File: config.mk
export PLATFORM = sky130hd
export DESIGN_NAME = wall_balance_pid_wheel_speed_flat
export DESIGN_NICKNAME = d
export VERILOG_FILES = /design/src/hdl/wbpid_pkg.sv /design/src/hdl/wbpid_if.sv /design/src/hdl/wall_balance_pid_wheel_speed.sv /design/src/flat_wrapper.sv
export VERILOG_INCLUDE_DIRS = /design/src /design/src/hdl
export SDC_FILE = /design/constraint.sdc
export NUM_CORES = 2
export LEC_CHECK = 0
export BUFFER_PORTS_ARGS = -buffer_cell sky130_fd_sc_hd__buf_2
export CAP_MARGIN = 20
export CORE_ASPECT_RATIO = 1.4
export CORE_MARGIN = 5
export CORE_UTILIZATION = 65
export CTS_BUF_LIST = sky130_fd_sc_hd__clkbuf_8 sky130_fd_sc_hd__clkbuf_16
export DETAILED_ROUTE_END_ITERATION = 16
export PLACE_DENSITY = 0.85
export SLEW_MARGIN = 20
export SYNTH_ARGS = -nofsm -noshare
export SYNTH_HDL_FRONTEND = slang
export SYNTH_SLANG_ARGS = --single-unit
File: constraint.sdc
create_clock -name clk -period 12.6 [get_ports clk]
set_input_delay 2.52 -clock clk [delete_from_list [all_inputs] [get_ports clk]]
set_output_delay 2.52 -clock clk [all_outputs]
set_load 0.01 [all_outputs]
File: src/hdl/wall_balance_pid_wheel_speed_macros.svh
// Assertion macros for the wall-balance wheel speed controller.
`ifndef WALL_BALANCE_PID_WHEEL_SPEED_MACROS_SVH
`define WALL_BALANCE_PID_WHEEL_SPEED_MACROS_SVH

`ifndef NO_ASSERTIONS
// Same-cycle implication, checked on clk, quiet while rst_n is low.
`define WBPID_ASSERT_NOW(lbl, ante, cons, msg) \
  lbl: assert property (@(posedge clk) disable iff (!rst_n) (ante) |-> (cons)) \
    else $error(msg);
// Next-cycle implication, checked on clk, quiet while rst_n is low.
`define WBPID_ASSERT_NEXT(lbl, ante, cons, msg) \
  lbl: assert property (@(posedge clk) disable iff (!rst_n) (ante) |=> (cons)) \
    else $error(msg);
`else
`define WBPID_ASSERT_NOW(lbl, ante, cons, msg)
`define WBPID_ASSERT_NEXT(lbl, ante, cons, msg)
`endif

`endif

File: src/hdl/wbpid_pkg.sv
// Shared types and constants of the wall-balance wheel speed controller.
`timescale 1ns / 1ps

package wbpid_pkg;

  localparam int GAIN_BITS  = 24;
  localparam int DB_BITS    = 12;
  localparam int LIM_BITS   = 15;
  localparam int SPEED_BITS = 16;
  localparam int CORR_BITS  = 20;
  localparam int ADDR_BITS  = 5;
  localparam int DATA_BITS  = 32;

  localparam logic [GAIN_BITS-1:0] PROP_GAIN_RST  = 24'd328;
  localparam logic [GAIN_BITS-1:0] INTEG_GAIN_RST = 24'd0;
  localparam logic [GAIN_BITS-1:0] DERIV_GAIN_RST = 24'd9830;
  localparam logic [DB_BITS-1:0]   DEAD_BAND_RST  = 12'd50;
  localparam logic [LIM_BITS-1:0]  SPEED_LIM_RST  = 15'd25723;
  localparam logic [LIM_BITS-1:0]  START_SPD_RST  = 15'd12861;

  typedef logic signed [SPEED_BITS-1:0] speed_t;
  typedef logic signed [CORR_BITS-1:0]  corr_t;

  typedef enum logic [2:0] {
    REG_PROP_GAIN   = 3'd0,
    REG_INTEG_GAIN  = 3'd1,
    REG_DERIV_GAIN  = 3'd2,
    REG_DEAD_BAND   = 3'd3,
    REG_SPEED_LIMIT = 3'd4,
    REG_START_SPEED = 3'd5
  } reg_idx_t;

endpackage

File: src/hdl/wbpid_if.sv
// Request channel interfaces: distance readings in, wheel speeds out.
`timescale 1ns / 1ps

interface wbpid_in_if #(
  parameter int SENSOR_BITS = 12
) ();
  logic                   valid;
  logic                   ready;
  logic [SENSOR_BITS-1:0] left_distance;
  logic [SENSOR_BITS-1:0] right_distance;

  modport source (output valid, output left_distance, output right_distance, input ready);
  modport sink   (input valid, input left_distance, input right_distance, output ready);
endinterface

interface wbpid_out_if ();
  import wbpid_pkg::*;
  logic   valid;
  logic   ready;
  speed_t left_speed;
  speed_t right_speed;

  modport source (output valid, output left_speed, output right_speed, input ready);
  modport sink   (input valid, input left_speed, input right_speed, output ready);
endinterface

File: src/hdl/wall_balance_pid_wheel_speed.sv
// Wall-balance PID controller producing left and right wheel speed commands.
//
//  channel  | direction | handshake          | payload
//  ---------+-----------+--------------------+----------------------------------
//  in_ch    | sink      | valid / ready      | left_distance, right_distance
//  out_ch   | source    | valid / ready      | left_speed, right_speed (Q4.12)
//  cfg_*    | APB slave | psel/penable/pready| six registers at 4*index
//
// One request per cycle sustained while out_ch.ready stays high; a result passes through
// five register stages (input, error/integral, products, partial sums, correction) and
// the speed register that also serves as output.
// Each stage holds while the one after it is full and cannot move on, so requests keep
// flowing into empty stages while a result waits; in_ch.ready falls only when all are full.
// rst_n is synchronous; no clearing pass is needed after it.
`timescale 1ns / 1ps
`include "wall_balance_pid_wheel_speed_macros.svh"

module wall_balance_pid_wheel_speed #(
  parameter int SENSOR_BITS = 12,
  parameter int SUM_BITS    = 24
) (
  input  logic                              clk,
  input  logic                              rst_n,
  wbpid_in_if.sink                          in_ch,
  wbpid_out_if.source                       out_ch,
  input  logic                              cfg_psel,
  input  logic                              cfg_penable,
  input  logic                              cfg_pwrite,
  input  logic [wbpid_pkg::ADDR_BITS-1:0]   cfg_paddr,
  input  logic [wbpid_pkg::DATA_BITS-1:0]   cfg_pwdata,
  output logic [wbpid_pkg::DATA_BITS-1:0]   cfg_prdata,
  output logic                              cfg_pready
);
  import wbpid_pkg::*;

  localparam int ERR_W = SENSOR_BITS + 1;
  localparam int DIF_W = SENSOR_BITS + 2;
  localparam int ACC_W = ((SUM_BITS > ERR_W) ? SUM_BITS : ERR_W) + 1;
  localparam int CMP_W = ((SENSOR_BITS > DB_BITS) ? SENSOR_BITS : DB_BITS) + 1;
  localparam int LO_W  = SUM_BITS / 2;
  localparam int HI_W  = SUM_BITS - LO_W;
  localparam int P_W   = GAIN_BITS + 1 + ERR_W;
  localparam int D_W   = GAIN_BITS + 1 + DIF_W;
  localparam int ILO_W = GAIN_BITS + LO_W;
  localparam int IHI_W = GAIN_BITS + 1 + HI_W;
  localparam int TW    = SUM_BITS + 28;
  localparam int SUMS_W = SPEED_BITS + 5;

  localparam logic signed [ACC_W-1:0] SUM_MAX =
    {{(ACC_W-SUM_BITS+1){1'b0}}, {(SUM_BITS-1){1'b1}}};
  localparam logic signed [ACC_W-1:0] SUM_MIN = ~SUM_MAX;
  localparam logic signed [TW-1:0] CORR_MAX =
    {{(TW-CORR_BITS+1){1'b0}}, {(CORR_BITS-1){1'b1}}};
  localparam logic signed [TW-1:0] CORR_MIN = ~CORR_MAX;
  localparam logic signed [TW-1:0] ROUND_HALF = {{(TW-4){1'b0}}, 4'd8};

  // configuration registers
  logic [GAIN_BITS-1:0] prop_gain_r, integ_gain_r, deriv_gain_r;
  logic [DB_BITS-1:0]   dead_band_r;
  logic [LIM_BITS-1:0]  speed_limit_r, start_speed_r;

  // pipeline control
  logic v0_r, v1_r, v2_r, v3_r, out_valid_r;
  logic v4_r;
  logic ld0, ld1, ld2, ld3, ld4, ld_out;

  // stage payloads and architectural state
  logic [SENSOR_BITS-1:0]     left_r, right_r;
  logic signed [SUM_BITS-1:0] error_sum_r;
  logic signed [ERR_W-1:0]    prev_error_r;
  logic signed [DIF_W-1:0]    diff1_r;
  logic                       upd1_r, upd2_r, upd3_r;
  logic signed [P_W-1:0]      p2_r;
  logic signed [D_W-1:0]      d2_r;
  logic [ILO_W-1:0]           ilo2_r;
  logic signed [IHI_W-1:0]    ihi2_r;
  logic signed [TW-1:0]       itot3_r, pd3_r;
  corr_t                      correction_r;
  speed_t                     left_speed_r, right_speed_r;

  logic cfg_wr;
  reg_idx_t cfg_idx;

  assign cfg_wr     = cfg_psel && cfg_penable && cfg_pwrite && cfg_pready;
  assign cfg_idx    = reg_idx_t'(cfg_paddr[4:2]);
  assign cfg_pready = 1'b1;

  always_ff @(posedge clk) begin
    if (!rst_n) begin
      prop_gain_r   <= PROP_GAIN_RST;
      integ_gain_r  <= INTEG_GAIN_RST;
      deriv_gain_r  <= DERIV_GAIN_RST;
      dead_band_r   <= DEAD_BAND_RST;
      speed_limit_r <= SPEED_LIM_RST;
      start_speed_r <= START_SPD_RST;
    end else if (cfg_wr) begin
      case (cfg_idx)
        REG_PROP_GAIN:   prop_gain_r   <= cfg_pwdata[GAIN_BITS-1:0];
        REG_INTEG_GAIN:  integ_gain_r  <= cfg_pwdata[GAIN_BITS-1:0];
        REG_DERIV_GAIN:  deriv_gain_r  <= cfg_pwdata[GAIN_BITS-1:0];
        REG_DEAD_BAND:   dead_band_r   <= cfg_pwdata[DB_BITS-1:0];
        REG_SPEED_LIMIT: speed_limit_r <= cfg_pwdata[LIM_BITS-1:0];
        REG_START_SPEED: start_speed_r <= cfg_pwdata[LIM_BITS-1:0];
        default: ;
      endcase
    end
  end

  always_comb begin
    case (cfg_idx)
      REG_PROP_GAIN:   cfg_prdata = DATA_BITS'(prop_gain_r);
      REG_INTEG_GAIN:  cfg_prdata = DATA_BITS'(integ_gain_r);
      REG_DERIV_GAIN:  cfg_prdata = DATA_BITS'(deriv_gain_r);
      REG_DEAD_BAND:   cfg_prdata = DATA_BITS'(dead_band_r);
      REG_SPEED_LIMIT: cfg_prdata = DATA_BITS'(speed_limit_r);
      REG_START_SPEED: cfg_prdata = DATA_BITS'(start_speed_r);
      default:         cfg_prdata = '0;
    endcase
  end

  // a stage may load when it is empty or its request moves on
  assign ld_out = !out_valid_r || out_ch.ready;
  assign ld4    = !v4_r || ld_out;
  assign ld3    = !v3_r || ld4;
  assign ld2    = !v2_r || ld3;
  assign ld1    = !v1_r || ld2;
  assign ld0    = !v0_r || ld1;
  assign in_ch.ready = ld0;

  always_ff @(posedge clk) begin
    if (!rst_n) begin
      v0_r        <= 1'b0;
      v1_r        <= 1'b0;
      v2_r        <= 1'b0;
      v3_r        <= 1'b0;
      v4_r        <= 1'b0;
      out_valid_r <= 1'b0;
    end else begin
      if (ld0)    v0_r        <= in_ch.valid;
      if (ld1)    v1_r        <= v0_r;
      if (ld2)    v2_r        <= v1_r;
      if (ld3)    v3_r        <= v2_r;
      if (ld4)    v4_r        <= v3_r;
      if (ld_out) out_valid_r <= v4_r;
    end
  end

  // stage 0: capture the readings
  always_ff @(posedge clk) begin
    if (in_ch.valid && ld0) begin
      left_r  <= in_ch.left_distance;
      right_r <= in_ch.right_distance;
    end
  end

  // stage 1: error, deadband test, integral and difference
  logic signed [ERR_W-1:0] err;
  logic signed [ERR_W-1:0] mag;
  logic                    upd;
  logic signed [ACC_W-1:0] acc;
  logic signed [ACC_W-1:0] acc_sat;
  logic signed [DIF_W-1:0] diff;

  always_comb begin
    err  = $signed({1'b0, left_r}) - $signed({1'b0, right_r});
    mag  = err[ERR_W-1] ? -err : err;
    upd  = CMP_W'(mag[SENSOR_BITS-1:0]) > CMP_W'(dead_band_r);
    acc  = $signed({{(ACC_W-SUM_BITS){error_sum_r[SUM_BITS-1]}}, error_sum_r})
         + $signed({{(ACC_W-ERR_W){err[ERR_W-1]}}, err});
    if (acc > SUM_MAX) begin
      acc_sat = SUM_MAX;
    end else if (acc < SUM_MIN) begin
      acc_sat = SUM_MIN;
    end else begin
      acc_sat = acc;
    end
    diff = $signed({err[ERR_W-1], err}) - $signed({prev_error_r[ERR_W-1], prev_error_r});
  end

  // error_sum and prev_error advance only for requests outside the deadband
  always_ff @(posedge clk) begin
    if (!rst_n) begin
      error_sum_r  <= '0;
      prev_error_r <= '0;
    end else if (v0_r && ld1 && upd) begin
      error_sum_r  <= acc_sat[SUM_BITS-1:0];
      prev_error_r <= err;
    end
  end

  always_ff @(posedge clk) begin
    if (v0_r && ld1) begin
      upd1_r  <= upd;
      diff1_r <= diff;
    end
  end

  // stage 2: gain products; prev_error and error_sum hold this request's values
  // whenever its update flag is set, and the products are dropped otherwise
  always_ff @(posedge clk) begin
    if (v1_r && ld2) begin
      upd2_r <= upd1_r;
      p2_r   <= $signed({1'b0, prop_gain_r}) * prev_error_r;
      d2_r   <= $signed({1'b0, deriv_gain_r}) * diff1_r;
      ilo2_r <= integ_gain_r * error_sum_r[LO_W-1:0];
      ihi2_r <= $signed({1'b0, integ_gain_r}) * $signed(error_sum_r[SUM_BITS-1:LO_W]);
    end
  end

  // stage 3: combine the partial products
  always_ff @(posedge clk) begin
    if (v2_r && ld3) begin
      upd3_r  <= upd2_r;
      itot3_r <= (TW'(ihi2_r) <<< LO_W) + TW'($signed({1'b0, ilo2_r}));
      pd3_r   <= TW'(p2_r) + TW'(d2_r);
    end
  end

  // stage 4: round Q.16 to Q.12, saturate, or keep the old correction
  logic signed [TW-1:0] total;
  logic signed [TW-1:0] quot;
  corr_t                corr_new;
  corr_t                corr_sel;

  always_comb begin
    total = itot3_r + pd3_r + ROUND_HALF;
    quot  = total >>> 4;
    if (quot > CORR_MAX) begin
      corr_new = CORR_MAX[CORR_BITS-1:0];
    end else if (quot < CORR_MIN) begin
      corr_new = CORR_MIN[CORR_BITS-1:0];
    end else begin
      corr_new = quot[CORR_BITS-1:0];
    end
    corr_sel = upd3_r ? corr_new : correction_r;
  end

  always_ff @(posedge clk) begin
    if (!rst_n) begin
      correction_r <= '0;
    end else if (v3_r && ld4) begin
      correction_r <= corr_sel;
    end
  end

  // output stage: accumulate and limit both speeds; these registers drive out_ch
  logic signed [SUMS_W-1:0] lim_pos, lim_neg;
  logic signed [SUMS_W-1:0] lsum, rsum, lclip, rclip;

  always_comb begin
    lim_pos = $signed({{(SUMS_W-LIM_BITS){1'b0}}, speed_limit_r});
    lim_neg = -lim_pos;
    lsum = SUMS_W'(left_speed_r) + SUMS_W'(correction_r);
    rsum = SUMS_W'(right_speed_r) - SUMS_W'(correction_r);
    if (lsum > lim_pos) begin
      lclip = lim_pos;
    end else if (lsum < lim_neg) begin
      lclip = lim_neg;
    end else begin
      lclip = lsum;
    end
    if (rsum > lim_pos) begin
      rclip = lim_pos;
    end else if (rsum < lim_neg) begin
      rclip = lim_neg;
    end else begin
      rclip = rsum;
    end
  end

  always_ff @(posedge clk) begin
    if (!rst_n) begin
      left_speed_r  <= speed_t'({1'b0, START_SPD_RST});
      right_speed_r <= speed_t'({1'b0, START_SPD_RST});
    end else if (cfg_wr && (cfg_idx == REG_START_SPEED)) begin
      left_speed_r  <= speed_t'({1'b0, cfg_pwdata[LIM_BITS-1:0]});
      right_speed_r <= speed_t'({1'b0, cfg_pwdata[LIM_BITS-1:0]});
    end else if (v4_r && ld_out) begin
      left_speed_r  <= lclip[SPEED_BITS-1:0];
      right_speed_r <= rclip[SPEED_BITS-1:0];
    end
  end

  assign out_ch.valid       = out_valid_r;
  assign out_ch.left_speed  = left_speed_r;
  assign out_ch.right_speed = right_speed_r;

  `WBPID_ASSERT_NOW(a_full_when_blocked, !in_ch.ready,
    v0_r && v1_r && v2_r && v3_r && v4_r && out_valid_r,
    "input blocked while a stage is empty")
  `WBPID_ASSERT_NEXT(a_sum_hold, rst_n && !(v0_r && ld1 && upd),
    $stable(error_sum_r) && $stable(prev_error_r),
    "integral state moved without an update request")
  `WBPID_ASSERT_NEXT(a_corr_hold, rst_n && !(v3_r && ld4 && upd3_r),
    $stable(correction_r),
    "correction moved inside the deadband")
  `WBPID_ASSERT_NEXT(a_speed_hold,
    rst_n && !(v4_r && ld_out) && !(cfg_wr && (cfg_idx == REG_START_SPEED)),
    $stable(left_speed_r) && $stable(right_speed_r),
    "speed changed without a result or start speed write")

endmodule

File: src/flat_wrapper.sv
// flat-port wrapper written by rule: the top's interface ports become plain ports
module wall_balance_pid_wheel_speed_flat import wbpid_pkg::*;
#(
  parameter int SENSOR_BITS = 12,
  parameter int SUM_BITS    = 24
)
  (clk, rst_n, cfg_psel, cfg_penable, cfg_pwrite, cfg_paddr, cfg_pwdata, cfg_prdata, cfg_pready, in_ch_valid, in_ch_left_distance, in_ch_right_distance, in_ch_ready, out_ch_valid, out_ch_left_speed, out_ch_right_speed, out_ch_ready);
  wbpid_in_if #(.SENSOR_BITS(SENSOR_BITS)) in_ch_i ();
  wbpid_out_if out_ch_i ();
  input  logic clk;
  input  logic rst_n;
  input  logic cfg_psel;
  input  logic cfg_penable;
  input  logic cfg_pwrite;
  input  logic [wbpid_pkg::ADDR_BITS-1:0] cfg_paddr;
  input  logic [wbpid_pkg::DATA_BITS-1:0] cfg_pwdata;
  output logic [wbpid_pkg::DATA_BITS-1:0] cfg_prdata;
  output logic cfg_pready;
  input wire logic [$bits(in_ch_i.valid)-1:0] in_ch_valid;
  input wire logic [$bits(in_ch_i.left_distance)-1:0] in_ch_left_distance;
  input wire logic [$bits(in_ch_i.right_distance)-1:0] in_ch_right_distance;
  output wire logic [$bits(in_ch_i.ready)-1:0] in_ch_ready;
  output wire logic [$bits(out_ch_i.valid)-1:0] out_ch_valid;
  output wire logic [$bits(out_ch_i.left_speed)-1:0] out_ch_left_speed;
  output wire logic [$bits(out_ch_i.right_speed)-1:0] out_ch_right_speed;
  input wire logic [$bits(out_ch_i.ready)-1:0] out_ch_ready;
  assign in_ch_i.valid = in_ch_valid;
  assign in_ch_i.left_distance = in_ch_left_distance;
  assign in_ch_i.right_distance = in_ch_right_distance;
  assign in_ch_ready = in_ch_i.ready;
  assign out_ch_valid = out_ch_i.valid;
  assign out_ch_left_speed = out_ch_i.left_speed;
  assign out_ch_right_speed = out_ch_i.right_speed;
  assign out_ch_i.ready = out_ch_ready;
  wall_balance_pid_wheel_speed #(.SENSOR_BITS(SENSOR_BITS), .SUM_BITS(SUM_BITS)) u_core (.clk(clk), .rst_n(rst_n), .in_ch(in_ch_i), .out_ch(out_ch_i), .cfg_psel(cfg_psel), .cfg_penable(cfg_penable), .cfg_pwrite(cfg_pwrite), .cfg_paddr(cfg_paddr), .cfg_pwdata(cfg_pwdata), .cfg_prdata(cfg_prdata), .cfg_pready(cfg_pready));
endmodule
=== Word level (Yosys, flattened, before mapping) ===
Index checks and enable logic that the tools add are counted.
W data, S select, Z words.

* Bits of input ports: 68
* Bits in registers: 504
* Logic and storage cells: 107
* Output and inout port bits: 67

* Multipliers: 4
* $lt $le $gt $ge: 9
* Multiplexer cells: 14
* Add/subtract/negate cells: 11
* Bitwise operators: 1
* Equal/unequal tests: 5
* Reductions and logical operators: 32

{| class="wikitable"
|+ Operator list
! kind !! number
|-
| $pmux W24 S6 || 1
|-
| $mux W16 || 4
|-
| $mux W15 || 4
|-
| $add A52 B5 Y52 const B || 1
|-
| $add A52 B52 Y52 || 1
|-
| $add A49 B37 Y50 || 1
|-
| $gt A48 B20 Y1 const B || 1
|-
| $lt A48 B20 Y1 const B || 1
|-
| $mux W24 || 2
|-
| $gt A21 B16 Y1 || 2
|-
| $lt A21 B21 Y1 || 2
|-
| $add A38 B39 Y40 || 1
|-
| $mux W20 || 2
|-
| $mul A25 B14 Y39 || 1
|-
| $mul A25 B13 Y38 || 1
|-
| $mul A25 B12 Y37 || 1
|-
| $mul A24 B12 Y36 || 1
|-
| $add A24 B13 Y25 || 1
|-
| $gt A25 B24 Y1 const B || 1
|-
| $lt A25 B24 Y1 const B || 1
|-
| $add A16 B20 Y21 || 1
|-
| $neg A15 Y21 || 1
|-
| $sub A16 B20 Y21 || 1
|-
| $reduce_and A2 Y1 || 7
|-
| other kinds (15) || 36
|}

=== Depth between registers and ports, before layout ===
* Depth after elaboration: 8
* Depth in mapped cells: 31
* Depth with buffers taken out: 28

=== Least setup slack after synthesis ===
Ideal clock, no wire load.

* Path type: input-to-reg
* From: input out_ch_ready
* To: register u_core.d2_r[0], enable pin
* Arrival: 9.647 ns
* Buffers on the path: 0
* Library setup time: 0.679 ns
* Setup slack: 2.274 ns
* Cell stages on the path: 4
* Required time: 11.921 ns
* Cell sequence: nor2b_1 and3_1 and2_0 nor2b_1

* Cells in the longest elaborated chain, start to end: 5

{| class="wikitable"
|+ Ends and longest elaborated chain
! what !! line !! RTL
|-
| start, declared || flat_wrapper.sv:26 || <nowiki>input wire logic [$bits(out_ch_i.ready)-1:0] out_ch_ready;</nowiki>
|-
| $logic_or A1 B1 Y1 || wall_balance_pid_wheel_speed.sv:122 || <nowiki>assign ld_out = !out_valid_r || out_ch.ready;</nowiki>
|-
| $logic_or A1 B1 Y1 || wall_balance_pid_wheel_speed.sv:123 || <nowiki>assign ld4 = !v4_r || ld_out;</nowiki>
|-
| $logic_or A1 B1 Y1 || wall_balance_pid_wheel_speed.sv:124 || <nowiki>assign ld3 = !v3_r || ld4;</nowiki>
|-
| $logic_or A1 B1 Y1 || wall_balance_pid_wheel_speed.sv:125 || <nowiki>assign ld2 = !v2_r || ld3;</nowiki>
|-
| $logic_and A1 B1 Y1 || wall_balance_pid_wheel_speed.sv:201 || <nowiki>if (v1_r && ld2) begin</nowiki>
|-
| end signal, assigned || wall_balance_pid_wheel_speed.sv:204 || <nowiki>d2_r <= $signed({1'b0, deriv_gain_r}) * diff1_r;</nowiki>
|-
| end, declared || wall_balance_pid_wheel_speed.sv:74 || <nowiki>logic signed [D_W-1:0] d2_r;</nowiki>
|}

Every way passes these cells.
A chain may end at the register's enable or synchronous reset.

=== Worst setup path in the final report ===
* From: register u_core.diff1_r[5]
* To: register u_core.d2_r[36] (data pin)

* Cells in the longest elaborated chain, start to end: 1

{| class="wikitable"
|+ Ends and longest elaborated chain
! what !! line !! RTL
|-
| start, declared || wall_balance_pid_wheel_speed.sv:71 || <nowiki>logic signed [DIF_W-1:0] diff1_r;</nowiki>
|-
| start signal, assigned || wall_balance_pid_wheel_speed.sv:194 || <nowiki>diff1_r <= diff;</nowiki>
|-
| $mul A25 B14 Y39 || wall_balance_pid_wheel_speed.sv:204 ||
|}

Every way passes these cells.

==> out/metrics.cfg <==
[timing]
finalClockSkew_ns=0.0555
final_hold_viol_count=0
max_freq_mhz=127
setup_violations=0
period_minus_slack_ns=7.89
period_share_pct=62.6
drv_slew=0
rsz0062_at_grt=false
worst_pin_slew_ns=1.17
max-slew-margin-rel_pct=22.1
tns_ns=0

[finish]
nets=9468
area_growth_pct=5.37
drive_above_1_share_pct=4.71
final_cells=9181
stdcell_area_um2=73500
fin_util_pct=68.8

[logic_synthesis]
syn_area_um2=69700
yosysSeqAreaShare_pct=18.1
synthArstFlopShare_pct=0
synth_warnings=0
synth_flop_cell=edfxtp_1
synth-seq-cells=490
synth_cell_types=88
synthCells=7761
synth-edff-count=281
postSynthAreaPerCell_um2=8.98

[placement]
place_congestion=0.980
dp_hpwl_um=157000
port_buffers=115
place_area_um2=71700
dp.cells=9080

[drt]
vias=56900
drcViolationCount=0
routed_wl_um=201000
antenna_left=0
via_per_inst=6.20
drtIter0Drc=4906
wire_per_inst_um=21.9
firstDrtPassIters=6

[cts]
cts_sinks=490
h-tree-depth=2
clk_latency_ns=0.65
clockBufferDepth=3
root_buffer=clkbuf_16
post_cts_buffers=0
cts_hold_repair.buffers=0
cts_resized=0
path_clk_slew_ns=0.06
cts_tree=built
cts_inserted_buffers=51

[grt]
grt_pass1_wl_um=319000
grt_pass1_vias=60600
antenna_found_initial=11
grt.overflow.total=0
grt_max_degree=103
gr-usage-all-layers_pct=35.6

[power_and_ir_drop]
p_per_area_nw_per_um2=145
power.total_w=0.0107
leakagePower_nw=35.0
ir_drop_uv=417

[worst_hold_path]
hold_start=u_core.ilo2_r[2]$_DFFE_PP_
holdPathEnd=u_core.itot3_r[2]$_DFFE_PP_
hp-class=reg2reg
hold_depth=0

[critical_path]
rr_startpoint=u_core.diff1_r[5]$_DFFE_PP_
crit_required_ns=12.97
reg2regPathDepth=21
reg2reg_to=u_core.d2_r[36]$_DFFE_PP_
worstSetupStartpointType=flip-flop
crit_fanout=24
cp_data_arrival_time_ns=8.27
criticalPathCategory=reg2reg
r2r_slack_ns=4.71
crit_path_end_kind=flip-flop

[floorplan]
row_count=142
ios=135
initial_core_util_pct=65.3
core_um2=107000
die_area_um2=114000
die_w_um=287
die_y_um=398

[flow_run]
cap_violations=0

[status]
status=finished clean

-- final cells by class --
cell class              count  area (µm²)
clock inverters            39         402
inverters                1197        4490
multi-input cells        5731       51400
fillers                  7948       33300
repair buffers            222        1390
well taps                1440        1800
flip-flops and latches    490       12600
diodes                      5        12.5
clock buffers              57        1380
-- kinds of logic after synthesis --
| kind of cell | share of synthesized area (%) |
|---|---|
| other | 0.0108 |
| AOI/OAI and AO/OA | 11.0 |
| xor gates and xnor gates | 3.77 |
| DFF | 18.1 |
| buffers and inverters | 8.40 |
| and+or+nand+nor | 16.3 |
| muxes | 1.16 |
| adders and majority gates | 41.2 |
-- synth_stat cells, drive strengths merged (8+ instances only) --
cell type | count | area (µm²)
a21oi | 339 | 1700
mux2 | 9 | 101
o21bai | 38 | 285
or2 | 18 | 113
a2111oi | 14 | 130
or3 | 28 | 175
buf | 23 | 134
clkbuf | 327 | 1230
fa | 952 | 19100
edfxtp | 281 | 8440
inv | 1195 | 4490
mux2i | 66 | 661
nand3 | 106 | 531
o22ai | 34 | 213
xor2 | 84 | 736
dfxtp | 209 | 4180
and2 | 460 | 2880
xnor2 | 216 | 1890
o21a | 58 | 443
nand2b | 89 | 557
nor2b | 68 | 425
nand4 | 42 | 263
a311oi | 9 | 78.8
nor3 | 100 | 500
nand2 | 1133 | 4250
nor2 | 293 | 1100
a21boi | 105 | 788
and3 | 29 | 181
o221ai | 9 | 78.8
o21ai | 226 | 1140
ha | 755 | 9450
o211ai | 38 | 285
a21o | 130 | 976
a22oi | 10 | 75.1
o31ai | 24 | 190
nor4 | 20 | 125
or4 | 8 | 60.1
a211oi | 34 | 255
a31oi | 43 | 269
a211o | 12 | 105
maj3 | 23 | 230
o211a | 8 | 80.1
nand3b | 9 | 67.6
-- worst max-delay path: stages (launching register included) --
cell and delay, ns:
edfxtp_1 1.03, nand2_1 0.19, fa_1 0.60, fa_1 0.46, fa_1 0.55, inv_1 0.05, fa_1 0.45, fa_1 0.49
inv_1 0.05, fa_1 0.48, inv_1 0.04, ha_1 0.35, nand3_1 0.13, a311oi_1 0.09, o41a_1 0.50, o311a_1 0.48
a221oi_1 0.61, o31a_1 0.27, a21oi_1 0.11, a21o_1 0.21, a21oi_1 0.17, xnor2_1 0.27
-- flip-flops by register name (all words and copies together) (netlist names), 12 cells and up --
name,count
u_core.correction_r,20
u_core.d2_r,39
u_core.dead_band_r,12
u_core.deriv_gain_r,24
u_core.diff1_r,14
u_core.error_sum_r,24
u_core.ihi2_r,37
u_core.ilo2_r,36
u_core.integ_gain_r,24
u_core.itot3_r,50
u_core.left_r,12
u_core.out_ch.left_speed,16
u_core.out_ch.right_speed,16
u_core.p2_r,38
u_core.pd3_r,40
u_core.prev_error_r,13
u_core.prop_gain_r,24
u_core.right_r,12
u_core.speed_limit_r,15
u_core.start_speed_r,15
-- per-stage QoR --
step                      hold slack, ns  worst slack [ns]
after floorplan                    0.400              2.27
after global routing               0.433              4.48
after CTS                          0.429              4.86
final                              0.426              4.71
after global placement             0.403              4.91
after detailed placement           0.417              4.87
-- cells in the final DEF (no fill, tap or decap), types with 18 or more instances in the layout --
cell type and n:
inv_1 1201, nand2_1 1132, fa_1 952, ha_1 755, and2_1 457, a21oi_1 337, nor2_1 292, edfxtp_1 281
xnor2_1 216, o21ai_0 213, dfxtp_1 209, a21o_1 130, buf_2 114, buf_4 107, nand3_1 106, a21boi_0 104
nor3_1 98, nand2b_1 89, xor2_1 84, nor2b_1 66, mux2i_1 66, o21a_1 57, clkbuf_16 53, nand4_1 42
a31oi_1 42, o21bai_1 38, o211ai_1 38, a211oi_1 34, o22ai_1 33, and3_1 29, or3_1 28, maj3_1 23
o31ai_1 22, or2_2 18, nor4_1 18
-- worst max-delay path by stage --
stage	to	from	cells past startpoint	slack, ns
final	u_core.d2_r[36]$_DFFE_PP_	u_core.diff1_r[5]$_DFFE_PP_	21	4.71
after global routing	u_core.d2_r[36]$_DFFE_PP_	u_core.diff1_r[5]$_DFFE_PP_	21	4.48
after CTS	u_core.d2_r[36]$_DFFE_PP_	u_core.diff1_r[5]$_DFFE_PP_	21	4.86
after detailed placement	u_core.d2_r[36]$_DFFE_PP_	u_core.diff1_r[5]$_DFFE_PP_	21	4.87
after global placement	cfg_prdata[23]	cfg_paddr[2]	7	4.91
after floorplan	u_core.d2_r[0]$_DFFE_PP_	out_ch_ready	4	2.27
-- report_power, final --
group | switching (W) | internal, W | leakage [nW]
Sequential | 0.000121 | 0.00207 | 4.34
Clock | 0.000720 | 0.000920 | 0.895
Combinational | 0.00430 | 0.00254 | 29.7
-- layer usage --
metal	track usage, %	up-vias	wire length (µm)	part of all wire [%]
li1	-	25000	-	-
met1	40.1	27900	68200	34
met2	60.5	2947	96400	48
met3	7.12	1013	18600	9.2
met4	25.0	8	18100	9.0
met5	0	-	56	0.028
Power figures use the tool's default switching activity.
